==> src/design/asc_pkg.sv <==
// Package with the size-class constants shared by the rounding logic.
package asc_pkg;

  // Quantum and group shape of the size classes.
  localparam int unsigned LgQuantum = 4;
  localparam int unsigned LgNGroup  = 2;
  // Nonzero requests up to this size all map to the single tiny class.
  localparam int unsigned TinyLimit = 8;
  localparam int unsigned TinyClass = 8;
  // Below this ceiling log2 of the size the step stays at the quantum and the base is zero.
  localparam int unsigned LgFirstGroup = LgQuantum + LgNGroup + 1;

endpackage

==> src/design/asc_if.sv <==
// Valid/ready channel interfaces for requests and class results.
interface asc_req_if #(
  parameter int unsigned SIZE_WIDTH = 48
);
  logic                  valid;
  logic                  ready;
  logic [SIZE_WIDTH-1:0] request_size;

  modport source (output valid, output request_size, input ready);
  modport sink   (input valid, input request_size, output ready);
endinterface

interface asc_rsp_if #(
  parameter int unsigned SIZE_WIDTH = 48
);
  logic                valid;
  logic                ready;
  logic [SIZE_WIDTH:0] class_size;

  modport source (output valid, output class_size, input ready);
  modport sink   (input valid, input class_size, output ready);
endinterface

==> src/design/asc_round.sv <==
// Combinational rounding of a request size up to its size class.
module asc_round
  import asc_pkg::*;
#(
  parameter int unsigned SIZE_WIDTH = 48
) (
  input  logic [SIZE_WIDTH-1:0] size_i,
  output logic [SIZE_WIDTH:0]   class_o
);

  localparam int unsigned FW = $clog2(SIZE_WIDTH + 1);

  logic [SIZE_WIDTH:0]   twice_m1;
  logic [SIZE_WIDTH-1:0] size_m1;
  logic [FW-1:0]         lg_f;
  logic [FW-1:0]         lg_step;
  logic                  big_group;
  logic [1:0]            sub_class;
  logic [2:0]            mult;
  logic [SIZE_WIDTH:0]   base;
  logic [SIZE_WIDTH:0]   offset;
  logic [SIZE_WIDTH-1:0] shifted;

  assign twice_m1 = {size_i, 1'b0} - {{SIZE_WIDTH{1'b0}}, 1'b1};
  assign size_m1  = size_i - {{(SIZE_WIDTH-1){1'b0}}, 1'b1};

  // Priority encode of the highest set bit of 2*size-1.
  always_comb begin
    lg_f = '0;
    for (int i = 0; i <= SIZE_WIDTH; i++) begin
      if (twice_m1[i]) begin
        lg_f = FW'(i);
      end
    end
  end

  assign big_group = (lg_f >= FW'(LgFirstGroup));
  assign lg_step   = big_group ? (lg_f - FW'(LgNGroup + 1)) : FW'(LgQuantum);
  assign shifted   = size_m1 >> lg_step;
  assign sub_class = shifted[1:0];
  assign mult      = {1'b0, sub_class} + 3'd1;
  assign offset    = {{(SIZE_WIDTH-2){1'b0}}, mult} << lg_step;
  assign base      = big_group ? ({{SIZE_WIDTH{1'b0}}, 1'b1} << (lg_f - FW'(1))) : '0;

  always_comb begin
    if (size_i == '0) begin
      class_o = '0;
    end else if (size_i <= SIZE_WIDTH'(TinyLimit)) begin
      class_o = (SIZE_WIDTH + 1)'(TinyClass);
    end else begin
      class_o = base + offset;
    end
  end

endmodule

==> src/design/alloc_size_class_round_core.sv <==
// Top level: registered size-class rounding with input and result stages.
//
//   channel | dir | payload                       | handshake
//   req_i   | in  | request_size [SIZE_WIDTH-1:0]  | valid/ready
//   rsp_o   | out | class_size   [SIZE_WIDTH:0]    | valid/ready
//
// A word is taken into the input register, rounded by one combinational
// pass and captured in the result register.
// One word is accepted every cycle while the result side keeps taking words.
// When the result side stalls, both stages fill and ready drops after them.
// Reset clears only the stage valid flags.
module alloc_size_class_round_core
  import asc_pkg::*;
#(
  parameter int unsigned SIZE_WIDTH = 48
) (
  input  logic          clk_i,
  input  logic          rst_ni,
  asc_req_if.sink       req_i,
  asc_rsp_if.source     rsp_o
);

  logic                  in_valid_q;
  logic [SIZE_WIDTH-1:0] in_size_q;
  logic                  out_valid_q;
  logic [SIZE_WIDTH:0]   out_class_q;
  logic [SIZE_WIDTH:0]   class_d;
  logic                  out_free;
  logic                  in_free;

  assign out_free    = !out_valid_q || rsp_o.ready;
  assign in_free     = !in_valid_q || out_free;
  assign req_i.ready = in_free;

  asc_round #(
    .SIZE_WIDTH(SIZE_WIDTH)
  ) u_round (
    .size_i (in_size_q),
    .class_o(class_d)
  );

  always_ff @(posedge clk_i or negedge rst_ni) begin
    if (!rst_ni) begin
      in_valid_q  <= 1'b0;
      out_valid_q <= 1'b0;
    end else begin
      if (in_free) begin
        in_valid_q <= req_i.valid;
      end
      if (out_free) begin
        out_valid_q <= in_valid_q;
      end
    end
  end

  always_ff @(posedge clk_i) begin
    if (in_free && req_i.valid) begin
      in_size_q <= req_i.request_size;
    end
    if (out_free && in_valid_q) begin
      out_class_q <= class_d;
    end
  end

  assign rsp_o.valid      = out_valid_q;
  assign rsp_o.class_size = out_class_q;

endmodule
==> src/flat_wrapper.sv <==
// flat-port wrapper written by rule: the top's interface ports become plain ports
module alloc_size_class_round_core_flat import asc_pkg::*;
#(
  parameter int unsigned SIZE_WIDTH = 48
)
  (clk_i, rst_ni, req_i_valid, req_i_request_size, req_i_ready, rsp_o_valid, rsp_o_class_size, rsp_o_ready);
  asc_req_if #(.SIZE_WIDTH(SIZE_WIDTH)) req_i_i ();
  asc_rsp_if #(.SIZE_WIDTH(SIZE_WIDTH)) rsp_o_i ();
  input  logic clk_i;
  input  logic rst_ni;
  input wire logic [$bits(req_i_i.valid)-1:0] req_i_valid;
  input wire logic [$bits(req_i_i.request_size)-1:0] req_i_request_size;
  output wire logic [$bits(req_i_i.ready)-1:0] req_i_ready;
  output wire logic [$bits(rsp_o_i.valid)-1:0] rsp_o_valid;
  output wire logic [$bits(rsp_o_i.class_size)-1:0] rsp_o_class_size;
  input wire logic [$bits(rsp_o_i.ready)-1:0] rsp_o_ready;
  assign req_i_i.valid = req_i_valid;
  assign req_i_i.request_size = req_i_request_size;
  assign req_i_ready = req_i_i.ready;
  assign rsp_o_valid = rsp_o_i.valid;
  assign rsp_o_class_size = rsp_o_i.class_size;
  assign rsp_o_i.ready = rsp_o_ready;
  alloc_size_class_round_core #(.SIZE_WIDTH(SIZE_WIDTH)) u_core (.clk_i(clk_i), .rst_ni(rst_ni), .req_i(req_i_i), .rsp_o(rsp_o_i));
endmodule
==> config.mk <==
export PLATFORM = sky130hd
export DESIGN_NAME = alloc_size_class_round_core_flat
export DESIGN_NICKNAME = d
export VERILOG_FILES = /design/src/design/asc_pkg.sv /design/src/design/asc_if.sv /design/src/design/asc_round.sv /design/src/design/alloc_size_class_round_core.sv /design/src/flat_wrapper.sv
export SDC_FILE = /design/constraint.sdc
export NUM_CORES = 1
export LEC_CHECK = 0
export ABC_AREA = 1
export BUFFER_PORTS_ARGS = -buffer_cell sky130_fd_sc_hd__buf_2
export CAP_MARGIN = 40
export CORE_UTILIZATION = 35
export DETAILED_ROUTE_END_ITERATION = 12
export GPL_ROUTABILITY_DRIVEN = 0
export MAX_ROUTING_LAYER = met4
export PLACE_DENSITY = 0.54
export SYNTH_ARGS = -nofsm -noshare
export SYNTH_HDL_FRONTEND = slang
export SYNTH_SLANG_ARGS = --single-unit
==> constraint.sdc <==
create_clock -name clk_i -period 22.9 [get_ports clk_i]
set_input_delay 1.145 -clock clk_i [delete_from_list [all_inputs] [get_ports clk_i]]
set_output_delay 1.145 -clock clk_i [all_outputs]
set_load 0.02 [all_outputs]
[Word level (Yosys, flattened, before mapping)]
Cells that the tools add are included.
Cells by class
  add/sub/neg operators: 6
  order comparisons: 2
  shifts and indexed selects: 3
  mux-type cells: 51
  reduce and logical (&&, ||, !) cells: 8
Operators by type and width (count)
  6-bit 2-to-1 mux: 48
  49-bit adder: 1
  49-bit 2-to-1 mux: 1
  1-bit by 6-bit left shift with 49-bit output, first input constant: 1
  3-bit by 6-bit left shift with 49-bit output: 1
  49-bit by 1-bit subtractor with 49-bit output, second input constant: 1
  48-bit by 4-bit less-or-equal comparator with 1-bit output, second input constant: 1
  48-bit zero test: 1
  48-bit by 6-bit >> shifter with 2-bit output: 1
  48-bit by 1-bit subtractor with 48-bit output, second input constant: 1
  6-bit by 3-bit greater-or-equal comparator with 1-bit output, second input constant: 1
  6-bit by 1-bit subtractor with 6-bit output, second input constant: 1
  6-bit by 2-bit subtractor with 6-bit output, second input constant: 1
  4-bit 2-to-1 mux: 1
  2-bit by 1-bit adder with 3-bit output, second input constant: 1
  1-bit logical AND: 2
  1-bit zero test: 2
  1-bit logical OR: 2
  2-bit OR reduction: 1
  1-bit 2-to-1 mux: 1
Storage, ports and cells
  register bits: 99
  input bits: 52
  output and inout port bits: 51
  word-level logic and storage cells: 75

[Depth between registers and ports, before layout]
  word-level depth: 56
  mapped depth: 113
  depth with buffers taken out: 110

[Cells and area by module]
A second synthesis with hierarchy kept.
Unflattened totals
  cell total of the unflattened synthesis: 1292
  area, all modules: 9130.0 sq um
Modules (own cells, without submodules)
  asc_round: instances 1, cells each 1183, area each 6122.1 sq um, sequential area each 0.0 sq um
  alloc_size_class_round_core: instances 1, cells each 109, area each 3007.9 sq um, sequential area each 2962.8 sq um

[Least setup slack after synthesis]
OpenSTA, ideal clock, no wires.
  kind: reg-to-reg
  start: register u_core.in_size_q[1]
  end: register u_core.out_class_q[48], in the netlist u_core.rsp_o.class_size[48], data pin
  setup time: 0.250 ns
  data arrival time: 9.869 ns
  data required time: 22.650 ns
  setup slack: 12.781 ns
  stages on the path, launching flop included: 103
  path buffers: 3
  clock period less this slack: 10.119 ns
  cells stage by stage: edfxtp_1 -> inv_1 -> ha_1 -> nand3_1 -> nor2_2 -> nand2_1 -> xor2_1 -> nand2_1 -> nand2_1 -> nand2_1 -> nand2_1 -> nand2_1 -> nand2_1 -> nand2_1 -> nand2_1 -> nand2_1 -> nand2_1 -> nand2_1 -> [67 not listed] -> nand2_1 -> a21oi_1 -> o21ai_1 -> nand2_1 -> nand2_1 -> inv_1 -> o21ai_1 -> nand3_1 -> nand2_1 -> nand3_1 -> nand2_1 -> inv_1 -> o31ai_1 -> nand2_1 -> a31oi_1 -> nand4_1 -> nand2_1 -> nor2_1
On the way
  word-level cells in the longest chain between the ends: 54
  elaborated cells between the ends (all ways): 62
  those cells by class: add/sub (6); order compare (2); shift (3); mux (49); reduce/logical (2)
RTL lines
  start, declared: RTL line alloc_size_class_round_core.sv:24  | logic [SIZE_WIDTH-1:0] in_size_q;
  start signal, assigned: RTL line alloc_size_class_round_core.sv:58  | in_size_q <= req_i.request_size;
  49-bit by 1-bit subtractor with 49-bit output: RTL line asc_round.sv:24  | assign twice_m1 = {size_i, 1'b0} - {{SIZE_WIDTH{1'b0}}, 1'b1};
  6-bit 2-to-1 mux (47 in series): RTL line asc_round.sv:31  | if (twice_m1[i]) begin
  6-bit by 2-bit subtractor with 6-bit output or 6-bit by 3-bit greater-or-equal comparator with 1-bit output (tied branches): RTL line asc_round.sv:38, asc_round.sv:37
  6-bit 2-to-1 mux: RTL line asc_round.sv:38  | assign lg_step = big_group ? (lg_f - FW'(LgNGroup + 1)) : FW'(LgQuantum);
  48-bit by 6-bit >> shifter with 2-bit output: RTL line asc_round.sv:39  | assign shifted = size_m1 >> lg_step;
  2-bit by 1-bit adder with 3-bit output: RTL line asc_round.sv:41  | assign mult = {1'b0, sub_class} + 3'd1;
  3-bit by 6-bit left shift with 49-bit output: RTL line asc_round.sv:42  | assign offset = {{(SIZE_WIDTH-2){1'b0}}, mult} << lg_step;
  49-bit adder: RTL line asc_round.sv:51  | class_o = base + offset;
  end signal, assigned: RTL line alloc_size_class_round_core.sv:61  | out_class_q <= class_d;
  end, declared: RTL line alloc_size_class_round_core.sv:26  | logic [SIZE_WIDTH:0] out_class_q;
Parallel ways exist; a longest one is shown, timed or not.
A chain may end at the register's enable or synchronous reset.

[Final worst setup path]
Ends and elaborated chain as after synthesis.

==> results by group <==
Routing
  • Drt total wl: 25800 um
  • 1st-iter DRT viols: 648
  • Antenna Violating Nets Remaining: 0
  • DRC: 7
  • Drt pass-1 iters: 10
  • DR WL/cell: 14.6 um
  • Vias per cell: 5.11
  • Via count: between 9k and 10k

Timing
  • Achievable Freq: 0.0779 GHz
  • RSZ-0062 raised after global routing: false
  • Final Cycle Share: 56.0%
  • Slew headroom: 46.4%
  • Final hold vios: 0
  • Clock skew: 0.0117 ns
  • Worst Tran Pin Value: 0.803 ns
  • Setup violators final: 0
  • Setup TNS: 0 ns
  • Slew Limit Fails: 0
  • Min Tclk post-route: ~13 ns

Layout
  • Fill count: 2800
  • Antenna diodes: 0
  • Area Overhead vs Synth: 12.1%
  • Multi-input logic area: 0.00563 mm^2
  • FF+latch area: 0.00296 mm^2
  • Share of post-route cells with drive strength above 1: 12.8%
  • Final nets: 1534
  • Layout Utilization: about two fifths

Clock network
  • CTS root buf: clkbuf_16
  • CTS Hold Bufs: 0
  • Reg clk slew, reported paths: 0.08 ns
  • Total CTS buffers: 9
  • Skew-Pair Late Insertion Delay: 0.36 ns
  • Cts repair resizes: 0
  • Setup bufs post-CTS: 0
  • Clk buf depth: 2
  • CTS tree: yes
  • CTS sink cnt: 99
  • H-tree levels: 3

Placement
  • DP Wirelength: roughly 20000 um
  • I/O Buffers: approximately 100

Global routing
  • Global-route wire length before repair: ~43000 um
  • Vias in the first global route: 8592
  • Overflow after GRT: 0
  • Gr usage total: 19.6%
  • Antenna violations before repair: 0
  • Largest net degree at the start of global routing: 50

Yosys
  • Top cells by area, synth: edfxtp_1 31%, nand2_1 10%, nor2_1 7.7%, ha_1 7.6%, inv_1 6.5%
  • Cell variety after synth: 61
  • EDFF count, synth: 97
  • Mapped Avg Cell Area: 7.01 um^2
  • Synth area leader: edfxtp_1
  • Synth Instances: approximately 1.3k
  • Synthesized net count: approximately 1.5k
  • Synth Flop Type: edfxtp_1
  • Yosys top cell area share: 30.9%
  • Synthesis-stage register bit count: 99
  • Cell Area, Synth: around 0.0094 mm^2
  • YS warnings: 0
  • FFs w/ async S/R, synth: roughly 2%
  • Sequential fraction of the synthesis area: 31.5%
  • Most common cell in the synthesized netlist: nand2_1
  • Synth cell count leaders: 261 x nand2_1, 194 x nor2_1, 163 x inv_1

Setup path
  • Startpoint types: flop
  • CP required: 23.02 ns
  • CP arrival: 12.95 ns
  • Crit path max fanout: 28
  • Max stage delay on crit path: 0.62 ns
  • CP Capture Type: flop
  • CP Class: flop to flop
  • Most frequent CP cell: nand2_1
  • Slowest stage cell, crit path: inv_1

Power
  • Maximum VDD drop: about 0.000036 V
  • PwrDens: 51.3 mW/mm^2
  • Static leakage: 0.00479 uW

Die
  • Number of primary I/O pins: 103
  • Row Count: a little under 60
  • DIE WIDTH: 166 um
  • Core region area: approximately 0.026 mm^2
  • Die Ht: 166 um
  • Initial cell density of the core: 35.9%
  • Die ar.: ~0.028 mm^2

Flow run
  • Max-capacitance violation count: 0

Outcome
  • Violated checks: design-rule violations
  • Outcome: complete, but fails checks

Min path
  • Hold Crit Class: flop to flop
## critical path, delay by kind of cell (launching register included)
kind	cells	cell delay (ns)
XOR/XNOR	1	0.32
adder cells (fa/ha/maj)	4	1.04
AO/OA/AOI/OAI	18	3.23
flip-flops	1	0.45
buffers and inverters	10	1.63
AND/OR/NAND/NOR	68	5.89
## logic make-up (layout without fill, tap and decap cells)
kind of cell,count (synthesis),in the layout,synth area share [%]
AOI/OAI and AO/OA,233,233,13.8
xor gates and xnor gates,48,48,4.54
adders and majority gates,58,58,7.79
buffers and inverters,214,300,8.89
DFF,99,99,31.5
and+or+nand+nor,691,691,33.5
## sequential cells by signal, indices dropped and copies added, names as in the netlist
name                     count
u_core.in_valid_q            1
u_core.rsp_o.class_size     49
u_core.rsp_o.valid           1
u_core.in_size_q            48
## power by group
group | leakage [uW] | internal (uW) | switching, uW
Clock | 0.000146 | 85.1 | 73.1
Combinational | 0.00367 | 45.9 | 110
Sequential | 0.000969 | 219 | 8.23
Total | 0.00479 | 350 | 191
## placed cells by master, fill, tap and decap left out, types with 9 or more instances in the layout
master and count:
o21ai_0 62, nand3_1 115, nand2_1 261, edfxtp_1 97, inv_2 9, clkbuf_16 9
a21oi_1 106, nand4_1 22, nor3_1 19, nand2_2 11, buf_2 102, ha_1 57
inv_1 162, nor2_1 194, xor2_1 40, o21ai_1 16, nor4_1 27
## cell type report
cell class                 count  share of cell area, %
tap                          335                   3.97
timing repair buffer         109                   5.57
clock buffer                  10                   2.17
multi-input combinational   1030                   53.3
inverter                     175                   6.25
clock inverter                 6                  0.628
sequential                    99                   28.1
## metal layers
metal | track usage, % | vias to the layer above | part of all wire [%]
li1 | - | 4712 | -
met4 | 7.31 | 0 | 2.8
met1 | 24.2 | 3989 | 47
met5 | - | - | 0
met3 | 2.34 | 51 | 4.2
met2 | 32.7 | 266 | 46
## worst paths after layout
check | from | end | slack, ns | cells after the start
worst max-delay path | u_core.in_size_q[1] | u_core.rsp_o.class_size[48] | 10.07 | 101
worst min-delay path | u_core.in_valid_q | u_core.rsp_o.valid | 0.51 | 2
worst max register to register | u_core.in_size_q[1] | u_core.rsp_o.class_size[48] | 10.07 | 101
worst min register to register | u_core.in_valid_q | u_core.rsp_o.valid | 0.51 | 2
max in group asynchronous | rst_ni | u_core.rsp_o.valid | 22.26 | 1
min in group asynchronous | rst_ni | u_core.in_valid_q | 0.55 | 1
## stage by stage
stage / cell area [um^2] / setup slack (ns) / hold WS (ns) / cells / power, uW
final: 10600 / 10.07 / 0.512 / 1764 / 541
after global routing: 10600 / 8.50 / 0.544 / 1764 / 571
after floorplan: 9420 / 12.78 / 0.447 / 1343 / 344
after global placement: 10200 / 9.84 / 0.493 / 1745 / 384
after detailed placement: 10300 / 10.14 / 0.506 / 1748 / 386
after CTS: 10600 / 10.07 / 0.523 / 1764 / 547
Note: power is estimated with default switching activity, not from simulation.
